## src/kpd_pkg.sv

```systemverilog
// Shared widths, register codes and types of the keypad scanner.
package kpd_pkg;

  localparam int unsigned CntW      = 8;   // debounce counter width
  localparam int unsigned LevelW    = 4;   // column level field
  localparam int unsigned RowFieldW = 2;   // scanned row field
  localparam int unsigned KeyFieldW = 4;   // key index fields
  localparam int unsigned MaskW     = 4;   // press / release masks, row drive
  localparam int unsigned TickW     = 32;  // tick counter
  localparam int unsigned CfgIdxW   = 1;
  localparam int unsigned CfgDataW  = 8;

  localparam logic [CfgIdxW-1:0] CfgPressThr   = 1'd0;
  localparam logic [CfgIdxW-1:0] CfgReleaseThr = 1'd1;

  localparam logic [CntW-1:0] PressThrReset   = 8'd16;
  localparam logic [CntW-1:0] ReleaseThrReset = 8'd0;

  // Next state of one key plus the events it raised this tick.
  typedef struct packed {
    logic [CntW-1:0] count;
    logic            down;
    logic            press;
    logic            rel;
  } kpd_key_upd_t;

endpackage

```

## src/kpd_key_cell.sv

```systemverilog
// Integrating debounce update for one key of the scanned row.
module kpd_key_cell (
  input  logic                         level_i,
  input  logic [kpd_pkg::CntW-1:0]     count_i,
  input  logic                         down_i,
  input  logic [kpd_pkg::CntW-1:0]     press_thr_i,
  input  logic [kpd_pkg::CntW-1:0]     release_thr_i,
  output kpd_pkg::kpd_key_upd_t        upd_o
);
  import kpd_pkg::*;

  logic [CntW-1:0] cnt_inc;
  logic [CntW-1:0] cnt_dec;

  assign cnt_inc = count_i + CntW'(1);
  assign cnt_dec = count_i - CntW'(1);

  always_comb begin
    upd_o.count = count_i;
    upd_o.down  = down_i;
    upd_o.press = 1'b0;
    upd_o.rel   = 1'b0;
    if (level_i) begin
      // count up, saturate at the press threshold
      if (count_i < press_thr_i) begin
        upd_o.count = cnt_inc;
        if ((cnt_inc == press_thr_i) && !down_i) begin
          upd_o.down  = 1'b1;
          upd_o.press = 1'b1;
        end
      end
    end else if (count_i != '0) begin
      upd_o.count = cnt_dec;
      if ((cnt_dec == release_thr_i) && down_i) begin
        upd_o.down = 1'b0;
        upd_o.rel  = 1'b1;
      end
    end
  end

endmodule

```

## src/keypad_scan_debounce.sv

```systemverilog
// Top level: matrix keypad scanner with per-key integrating debounce.
//
//  channel  | transfer when              | payload
//  ---------+----------------------------+-------------------------------------------
//  in       | in_valid_i & in_ready_o    | column_levels_i
//  out      | out_valid_o & out_ready_i  | scanned_row_o, press/release_columns_o,
//           |                            | row_drive_o, latest_*_key_o, tick_count_o
//  cfg      | cfg_we_i                   | cfg_idx_i, cfg_data_i (no wait, no read-back)
//
// One tick per cycle while the output is not stalled: a tick is held in the input
// register, the whole row of COLUMN_COUNT key cells updates in one pass, and the
// result lands in the output register.
// The input register parts the two sides, so a new tick is taken while a result
// waits, and stalls only when both registers are full and out_ready_i is low.
// Reset clears all key counters, pressed flags, the row pointer, the held key
// indices and the tick counter, and sets the thresholds (press 16, release 0).
module keypad_scan_debounce #(
  parameter int unsigned ROW_COUNT    = 4,
  parameter int unsigned COLUMN_COUNT = 4
) (
  input  logic                              clk_i,
  input  logic                              rst_ni,
  // tick input
  input  logic                              in_valid_i,
  output logic                              in_ready_o,
  input  logic [kpd_pkg::LevelW-1:0]        column_levels_i,
  // result output
  output logic                              out_valid_o,
  input  logic                              out_ready_i,
  output logic [kpd_pkg::RowFieldW-1:0]     scanned_row_o,
  output logic [kpd_pkg::MaskW-1:0]         press_columns_o,
  output logic [kpd_pkg::MaskW-1:0]         release_columns_o,
  output logic [kpd_pkg::MaskW-1:0]         row_drive_o,
  output logic [kpd_pkg::KeyFieldW-1:0]     latest_press_key_o,
  output logic [kpd_pkg::KeyFieldW-1:0]     latest_release_key_o,
  output logic [kpd_pkg::TickW-1:0]         tick_count_o,
  // configuration writes
  input  logic                              cfg_we_i,
  input  logic [kpd_pkg::CfgIdxW-1:0]       cfg_idx_i,
  input  logic [kpd_pkg::CfgDataW-1:0]      cfg_data_i
);
  import kpd_pkg::*;

  localparam int unsigned RowW = (ROW_COUNT > 1) ? $clog2(ROW_COUNT) : 1;
  localparam logic [RowW-1:0] LastRow = RowW'(ROW_COUNT - 1);

  // Thresholds
  logic [CntW-1:0] press_thr_q, release_thr_q;

  // Key state, one row read and written per tick
  logic [CntW-1:0] cnt_q  [ROW_COUNT][COLUMN_COUNT];
  logic            down_q [ROW_COUNT][COLUMN_COUNT];

  logic [RowW-1:0]      row_q, row_d;
  logic [KeyFieldW-1:0] press_idx_q, press_idx_d;
  logic [KeyFieldW-1:0] release_idx_q, release_idx_d;
  logic [TickW-1:0]     tick_q, tick_d;

  // Input register
  logic              in_vld_q;
  logic [LevelW-1:0] levels_q;

  // Output register
  logic              out_vld_q;
  logic [RowFieldW-1:0] out_row_q;
  logic [MaskW-1:0]  out_press_q, out_release_q, out_drive_q;
  logic [KeyFieldW-1:0] out_pkey_q, out_rkey_q;
  logic [TickW-1:0]  out_tick_q;

  logic adv;  // move the held tick through the update into the output register

  assign adv        = in_vld_q && (!out_vld_q || out_ready_i);
  assign in_ready_o = !in_vld_q || adv;

  // Per-column update of the current row
  kpd_key_upd_t upd [COLUMN_COUNT];

  for (genvar c = 0; c < COLUMN_COUNT; c++) begin : g_col
    logic lvl;
    if (c < LevelW) begin : g_in
      assign lvl = levels_q[c];
    end else begin : g_low
      assign lvl = 1'b0;  // columns past the input field read low
    end
    kpd_key_cell u_cell (
      .level_i       (lvl),
      .count_i       (cnt_q[row_q][c]),
      .down_i        (down_q[row_q][c]),
      .press_thr_i   (press_thr_q),
      .release_thr_i (release_thr_q),
      .upd_o         (upd[c])
    );
  end

  // Key index base row*COLUMN_COUNT, then truncated to the field
  logic [KeyFieldW-1:0] key_base;
  logic [MaskW-1:0]     press_mask, release_mask;

  assign key_base = KeyFieldW'(16'(row_q) * 16'(COLUMN_COUNT));

  always_comb begin
    press_idx_d   = press_idx_q;
    release_idx_d = release_idx_q;
    press_mask    = '0;
    release_mask  = '0;
    // ascending scan: highest column wins
    for (int unsigned c = 0; c < COLUMN_COUNT; c++) begin
      if (upd[c].press) begin
        press_idx_d = key_base + KeyFieldW'(c);
        if (c < MaskW) press_mask[c[1:0]] = 1'b1;
      end
      if (upd[c].rel) begin
        release_idx_d = key_base + KeyFieldW'(c);
        if (c < MaskW) release_mask[c[1:0]] = 1'b1;
      end
    end
  end

  assign row_d  = (row_q == LastRow) ? '0 : row_q + RowW'(1);
  assign tick_d = tick_q + TickW'(1);

  // Configuration
  always_ff @(posedge clk_i or negedge rst_ni) begin
    if (!rst_ni) begin
      press_thr_q   <= PressThrReset;
      release_thr_q <= ReleaseThrReset;
    end else if (cfg_we_i) begin
      unique case (cfg_idx_i)
        CfgPressThr:   press_thr_q   <= cfg_data_i;
        CfgReleaseThr: release_thr_q <= cfg_data_i;
        default: ;
      endcase
    end
  end

  // Key state and scan state
  always_ff @(posedge clk_i or negedge rst_ni) begin
    if (!rst_ni) begin
      for (int unsigned r = 0; r < ROW_COUNT; r++) begin
        for (int unsigned c = 0; c < COLUMN_COUNT; c++) begin
          cnt_q[r][c]  <= '0;
          down_q[r][c] <= 1'b0;
        end
      end
      row_q         <= '0;
      press_idx_q   <= '0;
      release_idx_q <= '0;
      tick_q        <= '0;
    end else if (adv) begin
      for (int unsigned c = 0; c < COLUMN_COUNT; c++) begin
        cnt_q[row_q][c]  <= upd[c].count;
        down_q[row_q][c] <= upd[c].down;
      end
      row_q         <= row_d;
      press_idx_q   <= press_idx_d;
      release_idx_q <= release_idx_d;
      tick_q        <= tick_d;
    end
  end

  // Input register: hold the tick until it moves on
  always_ff @(posedge clk_i or negedge rst_ni) begin
    if (!rst_ni) begin
      in_vld_q <= 1'b0;
    end else if (in_ready_o) begin
      in_vld_q <= in_valid_i;
    end
  end

  always_ff @(posedge clk_i) begin
    if (in_valid_i && in_ready_o) begin
      levels_q <= column_levels_i;
    end
  end

  // Output register
  always_ff @(posedge clk_i or negedge rst_ni) begin
    if (!rst_ni) begin
      out_vld_q <= 1'b0;
    end else if (adv) begin
      out_vld_q <= 1'b1;
    end else if (out_ready_i) begin
      out_vld_q <= 1'b0;
    end
  end

  always_ff @(posedge clk_i) begin
    if (adv) begin
      out_row_q     <= RowFieldW'(row_q);
      out_press_q   <= press_mask;
      out_release_q <= release_mask;
      out_drive_q   <= MaskW'(1) << row_d;  // zero once the next row is past the field
      out_pkey_q    <= press_idx_d;
      out_rkey_q    <= release_idx_d;
      out_tick_q    <= tick_d;
    end
  end

  assign out_valid_o          = out_vld_q;
  assign scanned_row_o        = out_row_q;
  assign press_columns_o      = out_press_q;
  assign release_columns_o    = out_release_q;
  assign row_drive_o          = out_drive_q;
  assign latest_press_key_o   = out_pkey_q;
  assign latest_release_key_o = out_rkey_q;
  assign tick_count_o         = out_tick_q;

endmodule

```

## config.mk

```make
export PLATFORM = sky130hd
export DESIGN_NAME = keypad_scan_debounce
export DESIGN_NICKNAME = d
export VERILOG_FILES = /design/src/kpd_pkg.sv /design/src/kpd_key_cell.sv /design/src/keypad_scan_debounce.sv
export SDC_FILE = /design/constraint.sdc
export NUM_CORES = 1
export LEC_CHECK = 0
export BUFFER_PORTS_ARGS = -buffer_cell sky130_fd_sc_hd__buf_2
export CAP_MARGIN = 5
export CORE_MARGIN = 1
export CORE_UTILIZATION = 50
export CTS_CLUSTER_DIAMETER = 200
export CTS_CLUSTER_SIZE = 30
export DETAILED_ROUTE_END_ITERATION = 6
export PLACE_DENSITY = 0.67
export SYNTH_ARGS = -nofsm -noshare
export SYNTH_HDL_FRONTEND = slang
export SYNTH_SLANG_ARGS = --single-unit
```

## constraint.sdc

```tcl
create_clock -name clk_i -period 4.03 [get_ports clk_i]
set_clock_uncertainty 0.15 [all_clocks]
set_input_delay 0.806 -clock clk_i [delete_from_list [all_inputs] [get_ports clk_i]]
set_output_delay 0.806 -clock clk_i [all_outputs]
set_load 0.05 [all_outputs]
```

==> run metrics <==
status=complete, no violations; area share of the largest cell type after synthesis=0.335; Synth cell types=95; register bit total from synthesis=262; Pint=8.22 mW; Worst Tran Pin Value=0.998 ns; num rows=63; most common cell in the netlist=dfrtp_1; Post-synth EDFFs=58; GPL Wtd Cong=0.945; Vias/cell=5.85; root buffer cell=clkbuf_16; Layout Nets=1491; most common library cells after synthesis=dfrtp_1, mux2_2, nand2_1; number of global-route vias before repair=10300; ys flop type=dfrtp_1; slowest cell delay on critical path=0.55 ns; cell area after synthesis=15200 um2; share of layout cells above drive strength 1=0.274; largest net degree at the start of global routing=81; die area=31100 um2; Area Overhead vs Synth=10.4%; Fmax=258 MHz; synthesized instance count=1332; # hold bufs at CTS=0; Setup Viol. Count Final=0; # clock sinks=262; crit path DAT=3.98 ns; number of buffers created by CTS=12; antenna-violating nets left=0; Slew HR=0.333; fin crit period=3.88 ns; Initial Utilization=0.511; HP Class=input pin to asynchronous set/reset pin; yosys warns=0; clock power share=0.098; htree depth=1; switching power=6.46 mW; async set or reset register ratio after synthesis=0.779; # Max-Cap Violations=0; CTS max path bufs=3; core footprint=29700 um2; Flop pwr share=0.273; Pins Over Slew Limit=0; Mean Syn Cell Area=11.4 um2; peak fanout along the critical path=4; Final HPWL DP=26400 um; first drt pass iteration count=5; Peak VDD IR=0.403 mV; slowest CP cell=mux4_2; Worst Setup Path Type=flop to flop; GR Util All Layers=0.237; via count=10700; Die Ht=176 um; clock transition at the registers of the reported paths=0.12 ns; dpl cells=1795; Seq/Total Area, Yosys=0.451; TritonCTS clock tree=built; antenna violations before repair=0; switching share of power=0.440; syn_nets=1398; P_leak=7.22 nW; final period utilization=0.963; pwr dens=876 nW/um2; drt drc=0; final cell count without fillers=1821; Detailed Route WL=36200 um; Chip Width=176 um; port bufs=73; Critical Path Sink Type=flop; first-pass GRT wire length=57400 um; Post-Route Setup TNS=0 ns; WP data required=4.13 ns; wire length per cell=19.9 um; global route overflow=0; Starting DRT DRC Count=812; Cell Chain, Critical Path=buf_12 > mux4_2 > inv_2 > ha_4 > xor2_1 > or3_1 > or4_4 > nor4_4 > a31oi_4 > nand2_2 > mux2_1; CP Launch Type=flop; antenna cells=0; Clock Latency Late Sink=0.50 ns; top cells by area, synth=dfrtp_1, edfxtp_1, mux2_2, xnor2_1, mux4_2; io pins=74; final hold violations=0; combinational share of power=0.628; Synth area leader=dfrtp_1
## logic make-up after synthesis
group                      synth area share
adders and majority gates            0.0396
buffers and inverters                0.0374
AOI/OAI and AO/OA                    0.0853
xor gates and xnor gates             0.0943
muxes                                 0.167
DFF                                   0.451
and+or+nand+nor                       0.125
## through the flow
stage,worst slack (ns),hold slack (ns),cell area [um2],utilization,total power [mW]
finish,0.149,0.127,16800,0.564,14.7
CTS,0.0661,0.165,16700,0.561,14.5
detailed placement,0.0815,0.318,16300,0.549,13.1
global route,-0.0154,0.167,16800,0.564,15.7
global placement,0.178,0.307,16300,0.549,12.8
floorplan,0.00136,0.295,15200,-,10.8
## placed cells by master (no fill, tap or decap), types with 40 or more instances in the layout
cell type,instances
xnor2_1,116
buf_2,72
xor2_1,42
nor2_1,68
nand2_1,114
inv_1,40
mux2_2,134
ha_1,46
o21ai_0,52
edfxtp_1,58
buf_4,73
dfrtp_1,201
## layer usage
layer	part of all wire	GRT usage	vias to the layer above	wire length, um
met5	0	0	-	0
met4	0.028	0.0717	0	1020
met3	0.055	0.0282	57	2000
met2	0.46	0.374	309	16700
met1	0.46	0.343	5319	16500
li1	-	-	4975	-
## critical path: cells and delay by family (launching register included)
| kind | cells | cell delay (ns) |
|---|---|---|
| AND/OR/NAND/NOR | 4 | 1.36 |
| adder cells (fa/ha/maj) | 1 | 0.22 |
| buffers and inverters | 2 | 0.25 |
| multiplexers | 2 | 0.88 |
| AO/OA/AOI/OAI | 1 | 0.17 |
| XOR/XNOR | 1 | 0.15 |
| flip-flops | 1 | 0.47 |
## final cells by class
type / count / area [um2]
multi-input cells: 950 / 7820
well taps: 390 / 488
flip-flops and latches: 262 / 6850
repair buffers: 154 / 1080
clock inverters: 1 / 8.76
clock buffers: 19 / 348
fillers: 2573 / 13000
inverters: 45 / 170
## final timing paths
kind,start,to,slack [ns],cells past startpoint
max reg2reg,row_q[0],latest_press_key_o[3],0.15,11
min in group clk_i,column_levels_i[3],levels_q[3],0.33,1
max in group asynchronous,rst_ni,press_thr_q[4],2.66,2
max,row_q[0],latest_press_key_o[3],0.15,11
min,rst_ni,cnt_q[91],0.13,1
min reg2reg,cnt_q[119],cnt_q[119],0.34,2
## power groups by stage
| stage | Combinational, mW | Clock (mW) | Sequential (mW) |
|---|---|---|---|
| after global routing | 10.1 | 1.58 | 4.11 |
| after global placement | 8.79 | 0 | 4.03 |
| after floorplan | 6.65 | 0 | 4.12 |
| after detailed placement | 8.99 | 0 | 4.07 |
| after CTS | 9.03 | 1.49 | 4.02 |
| final | 9.22 | 1.45 | 4.01 |
## state kept, by name, summed over array words and instances, names as in the netlist
name and flops:
cnt_q 128, release_columns_o 4, press_thr_q 8, tick_q 32, press_idx_q 4, in_vld_q 1, release_thr_q 8, levels_q 4
row_drive_o 4, down_q 16, scanned_row_o 2, latest_press_key_o 4, latest_release_key_o 4, release_idx_q 4, row_q 2, press_columns_o 4
tick_count_o 32, out_valid_o 1
## repair_timing
item / in CTS / in global routing
resized for setup: 0 / 12
endpoints found under the setup margin: 0 / 52
buffers inserted: 0 / 6
Power figures use the tool's default switching activity.
